--- src/sv/ost_pkg.sv ---
// Shared types, constants and lookup functions for the octahedron sphere tessellator.
// No dependencies.
package ost_pkg;

  localparam int unsigned CoordW = 16;
  localparam logic signed [CoordW-1:0] OneQ14 = 16'sd16384;
  localparam int unsigned DivSteps = 16;
  // Deepest subdivision; the 13-bit index and 3-bit depth register are sized for it.
  localparam int unsigned MaxDepth = 5;

  typedef struct packed {
    logic signed [CoordW-1:0] x;
    logic signed [CoordW-1:0] y;
    logic signed [CoordW-1:0] z;
  } vec3_t;

  // One beat travelling down the divider row.
  typedef struct packed {
    logic        vld;
    logic [23:0] rem;
    logic [15:0] low;
    logic [15:0] quo;
    logic        neg;
    logic [1:0]  comp;
  } div_beat_t;

  function automatic vec3_t corner(input logic [2:0] code);
    vec3_t v;
    v = '{x: '0, y: '0, z: '0};
    case (code)
      3'd0: v.z = OneQ14;
      3'd1: v.x = OneQ14;
      3'd2: v.y = OneQ14;
      3'd3: v.x = -OneQ14;
      3'd4: v.y = -OneQ14;
      3'd5: v.z = -OneQ14;
      default: v = '{x: '0, y: '0, z: '0};
    endcase
    return v;
  endfunction

  // Corner codes of face f, vertex k (a, b, c).
  function automatic logic [2:0] face_corner(input logic [2:0] f, input logic [1:0] k);
    logic [8:0] row;
    row = '0;
    case (f)
      3'd0: row = {3'd0, 3'd1, 3'd2};
      3'd1: row = {3'd0, 3'd2, 3'd3};
      3'd2: row = {3'd0, 3'd3, 3'd4};
      3'd3: row = {3'd0, 3'd4, 3'd1};
      3'd4: row = {3'd5, 3'd2, 3'd1};
      3'd5: row = {3'd5, 3'd3, 3'd2};
      3'd6: row = {3'd5, 3'd4, 3'd3};
      3'd7: row = {3'd5, 3'd1, 3'd4};
      default: row = '0;
    endcase
    case (k)
      2'd0: return row[8:6];
      2'd1: return row[5:3];
      default: return row[2:0];
    endcase
  endfunction

endpackage

--- src/sv/ost_div_cell.sv ---
// One restoring-division step cell: one quotient bit per beat, registered.
// Depends on ost_pkg.
module ost_div_cell (
  input  logic              clk,
  input  logic              rst_n,
  input  ost_pkg::div_beat_t d_in,
  input  logic [23:0]       dvs,
  output ost_pkg::div_beat_t d_out
);
  import ost_pkg::*;

  logic [24:0] r2;
  logic        ge;
  div_beat_t   beat_nxt;
  div_beat_t   beat_r;

  always_comb begin
    r2 = {d_in.rem, d_in.low[15]};
    ge = (r2 >= {1'b0, dvs});
    beat_nxt = d_in;
    beat_nxt.rem = ge ? 24'(r2 - {1'b0, dvs}) : r2[23:0];
    beat_nxt.low = {d_in.low[14:0], 1'b0};
    beat_nxt.quo = {d_in.quo[14:0], ge};
  end

  always_ff @(posedge clk) begin
    if (!rst_n) begin
      beat_r.vld <= 1'b0;
    end else begin
      beat_r.vld <= d_in.vld;
    end
    beat_r.rem  <= beat_nxt.rem;
    beat_r.low  <= beat_nxt.low;
    beat_r.quo  <= beat_nxt.quo;
    beat_r.neg  <= beat_nxt.neg;
    beat_r.comp <= beat_nxt.comp;
  end

  assign d_out = beat_r;
endmodule

--- src/sv/ost_mid.sv ---
// Normalized midpoint unit: sum, squared length, iterative square root, divider row.
// Depends on ost_pkg and ost_div_cell.
module ost_mid (
  input  logic          clk,
  input  logic          rst_n,
  input  logic          start,
  input  ost_pkg::vec3_t p,
  input  ost_pkg::vec3_t q,
  output logic          done,
  output ost_pkg::vec3_t r
);
  import ost_pkg::*;

  typedef enum logic [4:0] {
    M_IDLE = 5'b00001,
    M_SQ   = 5'b00010,
    M_ROOT = 5'b00100,
    M_DIV  = 5'b01000,
    M_DONE = 5'b10000
  } mst_t;

  mst_t st_r, st_nxt;
  logic signed [16:0] s_r [3];
  logic [31:0] len2_r;
  logic [47:0] v_r;
  logic [23:0] rt_r;
  logic [24:0] rm_r;
  logic [4:0]  cnt_r;
  logic [1:0]  fc_r;
  logic [1:0]  cc_r;
  vec3_t       res_r;

  logic signed [16:0] s_sel;
  logic signed [33:0] sq;
  logic [26:0] rm2, trial;
  logic        rge;
  logic [16:0] mag;
  logic [37:0] num;
  div_beat_t   feed;
  div_beat_t   chain [DivSteps+1];
  logic [15:0] qsat;
  logic signed [15:0] qval;

  always_comb begin
    s_sel = s_r[cnt_r[1:0]];
    sq    = s_sel * s_sel;
    rm2   = {rm_r, v_r[47:46]};
    trial = {1'b0, rt_r, 2'b01};
    rge   = (rm2 >= trial);
    mag   = s_r[fc_r][16] ? 17'(-s_r[fc_r]) : 17'(s_r[fc_r]);
    num   = {mag[15:0], 22'b0} + 38'(rt_r >> 1);
    feed.vld  = (st_r == M_DIV) && (fc_r != 2'd3);
    feed.rem  = 24'(num[37:16]);
    feed.low  = num[15:0];
    feed.quo  = '0;
    feed.neg  = s_r[fc_r][16];
    feed.comp = fc_r;
    qsat = (chain[DivSteps].quo > 16'd16384) ? 16'd16384 : chain[DivSteps].quo;
    qval = chain[DivSteps].neg ? -$signed(qsat) : $signed(qsat);
  end

  assign chain[0] = feed;

  for (genvar i = 0; i < DivSteps; i++) begin : g_row
    ost_div_cell u_cell (
      .clk  (clk),
      .rst_n(rst_n),
      .d_in (chain[i]),
      .dvs  (rt_r),
      .d_out(chain[i+1])
    );
  end

  always_comb begin
    st_nxt = st_r;
    case (st_r)
      M_IDLE: if (start) st_nxt = M_SQ;
      M_SQ:   if (cnt_r == 5'd2) st_nxt = M_ROOT;
      M_ROOT: if (cnt_r == 5'd23) st_nxt = M_DIV;
      M_DIV: begin
        if (rt_r == '0) st_nxt = M_DONE;
        else if (chain[DivSteps].vld && cc_r == 2'd2) st_nxt = M_DONE;
      end
      M_DONE: st_nxt = M_IDLE;
      default: st_nxt = M_IDLE;
    endcase
  end

  always_ff @(posedge clk) begin
    if (!rst_n) begin
      st_r  <= M_IDLE;
      cnt_r <= '0;
      fc_r  <= '0;
      cc_r  <= '0;
    end else begin
      st_r <= st_nxt;
      case (st_r)
        M_IDLE: begin
          cnt_r <= '0;
          fc_r  <= '0;
          cc_r  <= '0;
        end
        M_SQ:   cnt_r <= (cnt_r == 5'd2) ? 5'd0 : cnt_r + 5'd1;
        M_ROOT: cnt_r <= cnt_r + 5'd1;
        M_DIV: begin
          if (fc_r != 2'd3) fc_r <= fc_r + 2'd1;
          if (chain[DivSteps].vld) cc_r <= cc_r + 2'd1;
        end
        default: cnt_r <= '0;
      endcase
    end
  end

  // datapath
  always_ff @(posedge clk) begin
    case (st_r)
      M_IDLE: begin
        s_r[0] <= 17'(p.x) + 17'(q.x);
        s_r[1] <= 17'(p.y) + 17'(q.y);
        s_r[2] <= 17'(p.z) + 17'(q.z);
        len2_r <= '0;
        res_r  <= '{x: '0, y: '0, z: '0};
      end
      M_SQ: begin
        len2_r <= len2_r + 32'(sq);
        if (cnt_r == 5'd2) begin
          v_r  <= {len2_r + 32'(sq), 16'b0};
          rt_r <= '0;
          rm_r <= '0;
        end
      end
      M_ROOT: begin
        v_r  <= {v_r[45:0], 2'b00};
        rt_r <= {rt_r[22:0], rge};
        rm_r <= rge ? 25'(rm2 - trial) : rm2[24:0];
      end
      M_DIV: begin
        if (chain[DivSteps].vld) begin
          case (chain[DivSteps].comp)
            2'd0: res_r.x <= qval;
            2'd1: res_r.y <= qval;
            default: res_r.z <= qval;
          endcase
        end
      end
      default: ;
    endcase
  end

  assign done = (st_r == M_DONE);
  assign r    = res_r;

  property p_div_done;
    @(posedge clk) disable iff (!rst_n)
      (st_r == M_DONE) |-> (rt_r == '0 || cc_r == 2'd3);
  endproperty
  a_div_done: assert property (p_div_done) else $error("midpoint done early");

  property p_feed_only_div;
    @(posedge clk) disable iff (!rst_n) feed.vld |-> (st_r == M_DIV);
  endproperty
  a_feed_only_div: assert property (p_feed_only_div) else $error("stray feed");

  property p_start_idle;
    @(posedge clk) disable iff (!rst_n) (st_r == M_IDLE && start) |=> (st_r == M_SQ);
  endproperty
  a_start_idle: assert property (p_start_idle) else $error("start lost");
endmodule

--- src/sv/octahedron_sphere_tessellator.sv ---
// Top level: APB config, level sequencer over a shared midpoint unit, output register.
// Depends on ost_pkg and ost_mid.
//
//  channel | dir | handshake            | payload
//  in_     | in  | in_valid / in_ready  | in_triangle_index[12:0]
//  out_    | out | out_valid / out_ready| out_ax..out_cz (Q1.14), out_index_error
//  cfg_    | in  | APB write, pready=1  | depth at byte 0
//
// Timing: each level runs three midpoints one after another through the shared
// unit; a midpoint does 3 squares, 24 root steps and 3 beats through the
// 16-cell divider row.
// Reset (rst_n low, synchronous) clears depth to 0 and empties the output.
// A finished beat waits in the output register; the next item is accepted
// while it waits, and the sequencer stalls at its end only if still full.
module octahedron_sphere_tessellator (
  input  logic               clk,
  input  logic               rst_n,
  input  logic               in_valid,
  output logic               in_ready,
  input  logic [12:0]        in_triangle_index,
  output logic               out_valid,
  input  logic               out_ready,
  output logic signed [15:0] out_ax,
  output logic signed [15:0] out_ay,
  output logic signed [15:0] out_az,
  output logic signed [15:0] out_bx,
  output logic signed [15:0] out_by,
  output logic signed [15:0] out_bz,
  output logic signed [15:0] out_cx,
  output logic signed [15:0] out_cy,
  output logic signed [15:0] out_cz,
  output logic               out_index_error,
  input  logic               cfg_psel,
  input  logic               cfg_penable,
  input  logic               cfg_pwrite,
  input  logic [2:0]         cfg_paddr,
  input  logic [31:0]        cfg_pwdata,
  output logic [31:0]        cfg_prdata,
  output logic               cfg_pready
);
  import ost_pkg::*;

  localparam logic [3:0] MaxD = 4'(MaxDepth);

  typedef enum logic [4:0] {
    T_IDLE  = 5'b00001,
    T_START = 5'b00010,
    T_WAIT  = 5'b00100,
    T_STEP  = 5'b01000,
    T_FIN   = 5'b10000
  } tst_t;

  tst_t st_r, st_nxt;
  logic [2:0]  depth_r;
  logic [12:0] idx_r;
  logic [3:0]  lvl_r;
  logic [1:0]  mi_r;
  logic        err_r;
  vec3_t a_r, b_r, c_r, ab_r, ac_r, cb_r;
  logic        ov_r;
  vec3_t oa_r, ob_r, oc_r;
  logic        oe_r;

  logic [3:0]  d_cl;
  logic [12:0] face_sh;
  logic        idx_err;
  logic [12:0] dig_sh;
  logic [1:0]  digit;
  logic        out_free;
  logic        mid_start, mid_done;
  vec3_t       mid_p, mid_q, mid_r;

  // config port: single register at byte 0
  assign cfg_pready = 1'b1;
  assign cfg_prdata = (cfg_paddr[2] == 1'b0) ? {29'b0, depth_r} : 32'b0;

  always_ff @(posedge clk) begin
    if (!rst_n) begin
      depth_r <= '0;
    end else if (cfg_psel && cfg_penable && cfg_pwrite && cfg_paddr[2] == 1'b0) begin
      depth_r <= cfg_pwdata[2:0];
    end
  end

  always_comb begin
    d_cl    = ({1'b0, depth_r} > MaxD) ? MaxD : {1'b0, depth_r};
    face_sh = in_triangle_index >> {d_cl, 1'b0};
    idx_err = (face_sh >> 3) != '0;
    dig_sh  = idx_r >> {lvl_r - 4'd1, 1'b0};
    digit   = dig_sh[1:0];
    out_free = !ov_r || out_ready;
    mid_start = (st_r == T_START);
    // mi 0: ab, 1: ac, 2: cb
    mid_p = (mi_r == 2'd2) ? c_r : a_r;
    mid_q = (mi_r == 2'd1) ? c_r : b_r;
  end

  assign in_ready = (st_r == T_IDLE);

  ost_mid u_mid (
    .clk  (clk),
    .rst_n(rst_n),
    .start(mid_start),
    .p    (mid_p),
    .q    (mid_q),
    .done (mid_done),
    .r    (mid_r)
  );

  always_comb begin
    st_nxt = st_r;
    case (st_r)
      T_IDLE:  if (in_valid) st_nxt = (idx_err || d_cl == '0) ? T_FIN : T_START;
      T_START: st_nxt = T_WAIT;
      T_WAIT:  if (mid_done) st_nxt = (mi_r == 2'd2) ? T_STEP : T_START;
      T_STEP:  st_nxt = (lvl_r == 4'd1) ? T_FIN : T_START;
      T_FIN:   if (out_free) st_nxt = T_IDLE;
      default: st_nxt = T_IDLE;
    endcase
  end

  always_ff @(posedge clk) begin
    if (!rst_n) begin
      st_r <= T_IDLE;
      mi_r <= '0;
      ov_r <= 1'b0;
    end else begin
      st_r <= st_nxt;
      if (st_r == T_WAIT && mid_done) mi_r <= (mi_r == 2'd2) ? 2'd0 : mi_r + 2'd1;
      if (st_r == T_FIN && out_free) ov_r <= 1'b1;
      else if (out_ready) ov_r <= 1'b0;
    end
  end

  // vertex datapath
  always_ff @(posedge clk) begin
    case (st_r)
      T_IDLE: begin
        if (in_valid) begin
          idx_r <= in_triangle_index;
          lvl_r <= d_cl;
          err_r <= idx_err;
          a_r   <= corner(face_corner(face_sh[2:0], 2'd0));
          b_r   <= corner(face_corner(face_sh[2:0], 2'd1));
          c_r   <= corner(face_corner(face_sh[2:0], 2'd2));
        end
      end
      T_WAIT: begin
        if (mid_done) begin
          case (mi_r)
            2'd0: ab_r <= mid_r;
            2'd1: ac_r <= mid_r;
            default: cb_r <= mid_r;
          endcase
        end
      end
      T_STEP: begin
        lvl_r <= lvl_r - 4'd1;
        case (digit)
          2'd0: begin a_r <= a_r;  b_r <= ab_r; c_r <= ac_r; end
          2'd1: begin a_r <= c_r;  b_r <= ac_r; c_r <= cb_r; end
          2'd2: begin a_r <= b_r;  b_r <= cb_r; c_r <= ab_r; end
          default: begin a_r <= cb_r; b_r <= ac_r; c_r <= ab_r; end
        endcase
      end
      T_FIN: begin
        if (out_free) begin
          oe_r <= err_r;
          oa_r <= err_r ? '0 : a_r;
          ob_r <= err_r ? '0 : b_r;
          oc_r <= err_r ? '0 : c_r;
        end
      end
      default: ;
    endcase
  end

  assign out_valid       = ov_r;
  assign out_ax          = oa_r.x;
  assign out_ay          = oa_r.y;
  assign out_az          = oa_r.z;
  assign out_bx          = ob_r.x;
  assign out_by          = ob_r.y;
  assign out_bz          = ob_r.z;
  assign out_cx          = oc_r.x;
  assign out_cy          = oc_r.y;
  assign out_cz          = oc_r.z;
  assign out_index_error = oe_r;

  property p_err_zero;
    @(posedge clk) disable iff (!rst_n)
      (ov_r && oe_r) |-> (oa_r == '0 && ob_r == '0 && oc_r == '0);
  endproperty
  a_err_zero: assert property (p_err_zero) else $error("error beat not zeroed");

  property p_range;
    @(posedge clk) disable iff (!rst_n)
      ov_r |-> (out_ax <= OneQ14 && out_ax >= -OneQ14 &&
                out_cz <= OneQ14 && out_cz >= -OneQ14);
  endproperty
  a_range: assert property (p_range) else $error("coordinate out of range");

  property p_accept_busy;
    @(posedge clk) disable iff (!rst_n) (in_valid && in_ready) |=> !in_ready;
  endproperty
  a_accept_busy: assert property (p_accept_busy) else $error("ready after accept");
endmodule

--- config.mk ---
export PLATFORM = sky130hd
export DESIGN_NAME = octahedron_sphere_tessellator
export DESIGN_NICKNAME = d
export VERILOG_FILES = /design/src/sv/ost_pkg.sv /design/src/sv/ost_div_cell.sv /design/src/sv/ost_mid.sv /design/src/sv/octahedron_sphere_tessellator.sv
export SDC_FILE = /design/constraint.sdc
export NUM_CORES = 2
export LEC_CHECK = 0
export BUFFER_PORTS_ARGS = -buffer_cell sky130_fd_sc_hd__buf_4
export CORE_MARGIN = 5
export CORE_UTILIZATION = 39
export CTS_CLUSTER_DIAMETER = 100
export DETAILED_ROUTE_END_ITERATION = 16
export PLACE_DENSITY = 0.6
export SLEW_MARGIN = 20
export SYNTH_ARGS = -nofsm -noshare
export SYNTH_HDL_FRONTEND = slang
export SYNTH_SLANG_ARGS = --single-unit
--- constraint.sdc ---
create_clock -name clk -period 10.8 [get_ports clk]
set_input_delay 0.54 -clock clk [delete_from_list [all_inputs] [get_ports clk]]
set_output_delay 0.54 -clock clk [all_outputs]
set_load 0.01 [all_outputs]
==> impl_metrics.sql <==
INSERT INTO impl_metrics (metric_group, metric, value, unit) VALUES
('cells_and_area', 'layout_common_cells', 'sky130_fd_sc_hd__dfxtp_1 (709), sky130_fd_sc_hd__edfxtp_1 (663), sky130_fd_sc_hd__inv_1 (620)', ''),
('global_routing', 'antenna_found_initial', '5', ''),
('timing', 'relSlewSlack', '26.7', '%'),
('min_path', 'hold_path_class', 'in -> reg', ''),
('global_routing', 'grt_pass1_wl', '326000', 'µm'),
('yosys', 'postSynth.asyncResetShare', '0', '%'),
('critical_path', 'cp-start-kind', 'flip-flop', ''),
('routing', 'drtPass1Iterations', '6', ''),
('global_routing', 'total_track_usage', '19.5', '%'),
('cts', 'clk_pin_slew', '60', 'ps'),
('routing', 'average_wire_per_standard_cell', '19.8', 'µm'),
('global_routing', 'grt_pass1_vias', '56300', ''),
('timing', 'tightest_slew', '1100', 'ps'),
('critical_path', 'timing.setup.critical_path_class', 'reg -> reg', ''),
('global_routing', 'globalRouteOverflowTotal', '0', ''),
('timing', 'final-setup-viol-count', '0', ''),
('critical_path', 'crit_required', '11330', 'ps'),
('yosys', 'synth_warnings', '0', ''),
('global_routing', 'grtUsageMet3', '2.78', '%'),
('cts', 'cts_tree', 'yes', ''),
('timing', 'clock-skew-final', '38.3', 'ps'),
('routing', 'detail_route.iter0.violations', '4656', ''),
('run', 'timing.max_cap.violations', '0', ''),
('cells_and_area', 'leading_cell_type_in_the_layout_fill_and_taps_excluded', 'sky130_fd_sc_hd__dfxtp_1', ''),
('routing', 'routed_wl', '210000', 'µm'),
('die', 'dieHeight', '460', 'µm'),
('global_routing', 'global_route.usage.met1', '27.3', '%'),
('outcome', 'run_status', 'finished clean', ''),
('cells_and_area', 'layout-drive-gt1-share', '10.1', '%'),
('yosys', 'synthesis.area', '79000', 'µm²'),
('die', 'die_boundary_width', '460', 'µm'),
('yosys', 'yosys_register_bits', '1372', ''),
('global_routing', 'use_met2', '31.3', '%'),
('timing', 'post-route-period-util', '80.4', '%'),
('die', 'placement_rows', '165', ''),
('yosys', 'synthDistinctLibCells', '99', ''),
('cells_and_area', 'final_area', '88400', 'µm²'),
('placement', 'gp_congestion', '0.873', ''),
('cells_and_area', 'antenna_cells', '0', ''),
('placement', 'placement.cell_area', '83300', 'µm²'),
('yosys', 'avgSynthCellArea', '10.3', 'µm²'),
('cts', 'maximum_clock_insertion_buffer_count', '3', ''),
('routing', 'vias_after_detailed_routing', '57500', ''),
('critical_path', 'sort_of_element_at_the_end_of_the_critical_path', 'flip-flop', ''),
('cells_and_area', 'area_growth', '11.9', '%'),
('cts', 'clockRootBuffer', 'sky130_fd_sc_hd__clkbuf_16', ''),
('die', 'design.die.area', '212000', 'µm²'),
('cts', 'cts_inserted_buffers', '142', ''),
('timing', 'rsz0062_at_grt', 'false', ''),
('yosys', 'postSynth.topFlopCell', 'sky130_fd_sc_hd__dfxtp_1', ''),
('global_routing', 'grt_start_max_net_pins', '92', ''),
('routing', 'avgViaCountPerCell', '5.43', ''),
('critical_path', 'worstPathArrival', '9210', 'ps'),
('yosys', 'postSynthCellCount', '7635', ''),
('timing', 'setup_tns', '0', 'ps'),
('placement', 'dp_hpwl', '151000', 'µm'),
('timing', 'slew_violations', '0', ''),
('critical_path', 'worst-path-max-fanout', '17', ''),
('cts', 'cts_setup_buffers', '0', ''),
('placement', 'place.port_buffers', '173', ''),
('cts', 'cts.sinks', '1372', ''),
('timing', 'final-hold-violation-count', '0', ''),
('cts', 'worstSkewPairLatency', '820', 'ps'),
('yosys', 'synth_enable_flop_cells', '663', ''),
('yosys', 'synth-seq-area-share', '43.2', '%'),
('routing', 'post-route-drc-count', '0', ''),
('die', 'design.portCount', '235', ''),
('timing', 'max_freq', '115', 'MHz'),
('die', 'std_cell_core_area', '202000', 'µm²'),
('global_routing', 'global_route.peak_usage_layer', 'met2', ''),
('die', 'start_util', '39.1', '%'),
('routing', 'ant_nets', '0', ''),
('cts', 'htreeDepth', '4', ''),
('timing', 'layout_min_cycle_time', '8680', 'ps'),
('cells_and_area', 'nNetsFinal', '8753', '');
[critical path, cell delays in order, from the launching register on]
cell and delay [ps]:
sky130_fd_sc_hd__dfxtp_1 1030, sky130_fd_sc_hd__mux2i_1 270, sky130_fd_sc_hd__o21a_1 640, sky130_fd_sc_hd__clkinv_1 610, sky130_fd_sc_hd__nand2_1 240, sky130_fd_sc_hd__fa_1 480
sky130_fd_sc_hd__fa_1 530, sky130_fd_sc_hd__fa_1 530, sky130_fd_sc_hd__inv_1 50, sky130_fd_sc_hd__fa_1 480, sky130_fd_sc_hd__fa_1 550, sky130_fd_sc_hd__inv_1 70
sky130_fd_sc_hd__fa_1 580, sky130_fd_sc_hd__inv_1 60, sky130_fd_sc_hd__ha_1 370, sky130_fd_sc_hd__a21o_1 180, sky130_fd_sc_hd__a21o_1 170, sky130_fd_sc_hd__a21oi_1 190
sky130_fd_sc_hd__o22ai_1 110, sky130_fd_sc_hd__a21oi_1 380, sky130_fd_sc_hd__o211ai_1 210, sky130_fd_sc_hd__a221oi_1 330, sky130_fd_sc_hd__xor2_1 250, sky130_fd_sc_hd__o21ai_0 100
[final cells by class]
type / instances / area, µm²
fill: 19000 / 113000
tap: 2672 / 3340
timing repair buffer: 266 / 2060
sequential: 1372 / 34100
multi-input combinational: 5395 / 41700
clock inverter: 81 / 1060
clock buffer: 179 / 3840
inverter: 633 / 2380
[through the flow]
stage / hold slack (ps) / setup slack [ps] / util (%) / cells
after floorplan: 310 / 3070 / - / 7663
after CTS: 66.4 / 2080 / 43.8 / 10600
after detailed placement: 312 / 2090 / 41.3 / 10300
final: 143 / 2120 / 43.8 / 10600
after global routing: 106 / 1670 / 43.8 / 10600
after global placement: 310 / 2090 / 41.3 / 10300
[path summary, 6_finish.rpt]
| kind | slack (ps) | endpoint | cells after the start | startpoint |
|---|---|---|---|---|
| worst max register to register | 2120 | u_mid.v_r[46] | 23 | flip-flop |
| worst min register to register | 310 | u_mid.g_row[3].u_cell.d_out[28] | 0 | u_mid.g_row[2].u_cell.d_out[27] |
| worst max-delay path | 2120 | u_mid.v_r[46] | 23 | flip-flop |
| worst min-delay path | 140 | out_valid | 3 | out_ready |
[per-layer routing]
| layer | vias up | part of all wire [%] |
|---|---|---|
| li1 | 27400 | - |
| met1 | 28100 | 46 |
| met2 | 1708 | 45 |
| met3 | 318 | 5.8 |
| met4 | 0 | 2.9 |
| met5 | - | 0 |
[cells by family (layout without fill, tap and decap cells)]
kind of cell,Yosys count,count (layout),share of synthesized area [%]
other,2,30,0.00950
adder cells (fa/ha/maj),888,888,17.0
buffers and inverters,896,1159,4.48
AND/OR/NAND/NOR,2045,2045,12.4
AO/OA/AOI/OAI,1723,1723,14.2
multiplexers,306,306,4.34
XOR/XNOR,403,403,4.48
flip-flops,1372,1372,43.2
[repair_timing]
item | in CTS | in global routing
hold buffers | 16 | 0
resized for setup | 0 | 0
endpoints found under the hold margin | 16 | 0
[sequential cells by signal (all words and copies together), names as in the netlist, 24 cells and up, named ones only]
name	cells
u_mid.g_row.u_cell.d_out	680
u_mid.s_r	51
a_r	48
ab_r	48
ac_r	48
b_r	48
c_r	48
cb_r	48
u_mid.r	48
u_mid.len2_r	32
u_mid.v_r	32
u_mid.rm_r	25
u_mid.rt_r	24
[cells in the mapped netlist, types with 30 or more instances]
| cell type | count | area share [%] |
|---|---|---|
| sky130_fd_sc_hd__buf_1 | 30 | 0.14 |
| sky130_fd_sc_hd__and2_1 | 54 | 0.43 |
| sky130_fd_sc_hd__nand3_1 | 135 | 0.86 |
| sky130_fd_sc_hd__or3_1 | 46 | 0.36 |
| sky130_fd_sc_hd__a22oi_1 | 93 | 0.88 |
| sky130_fd_sc_hd__mux2_2 | 222 | 3.2 |
| sky130_fd_sc_hd__a211oi_1 | 109 | 1.0 |
| sky130_fd_sc_hd__edfxtp_1 | 663 | 25 |
| sky130_fd_sc_hd__and3_1 | 45 | 0.36 |
| sky130_fd_sc_hd__nor2b_1 | 220 | 1.7 |
| sky130_fd_sc_hd__o21bai_1 | 48 | 0.46 |
| sky130_fd_sc_hd__nand2b_1 | 79 | 0.63 |
| sky130_fd_sc_hd__nor3_1 | 153 | 0.97 |
| sky130_fd_sc_hd__dfxtp_1 | 709 | 18 |
| sky130_fd_sc_hd__inv_1 | 622 | 3.0 |
| sky130_fd_sc_hd__fa_1 | 311 | 7.9 |
| sky130_fd_sc_hd__o21ai_0 | 390 | 2.5 |
| sky130_fd_sc_hd__o21a_1 | 92 | 0.87 |
| sky130_fd_sc_hd__a21oi_1 | 430 | 2.7 |
| sky130_fd_sc_hd__nor2_1 | 558 | 2.7 |
| sky130_fd_sc_hd__o31ai_1 | 43 | 0.41 |
| sky130_fd_sc_hd__ha_1 | 577 | 9.1 |
| sky130_fd_sc_hd__xnor2_1 | 261 | 2.9 |
| sky130_fd_sc_hd__nand4_1 | 71 | 0.56 |
| sky130_fd_sc_hd__xor2_1 | 141 | 1.6 |
| sky130_fd_sc_hd__a21o_1 | 149 | 1.4 |
| sky130_fd_sc_hd__buf_4 | 32 | 0.30 |
| sky130_fd_sc_hd__mux2i_1 | 77 | 0.98 |
| sky130_fd_sc_hd__clkbuf_1 | 175 | 0.83 |
| sky130_fd_sc_hd__nand2_1 | 573 | 2.7 |
| sky130_fd_sc_hd__a31oi_1 | 49 | 0.39 |
| sky130_fd_sc_hd__a221oi_1 | 56 | 0.62 |
Power is left out: the tool's default activity adds up to more than one toggle a clock period on the data nets, which glitch-free logic cannot reach.
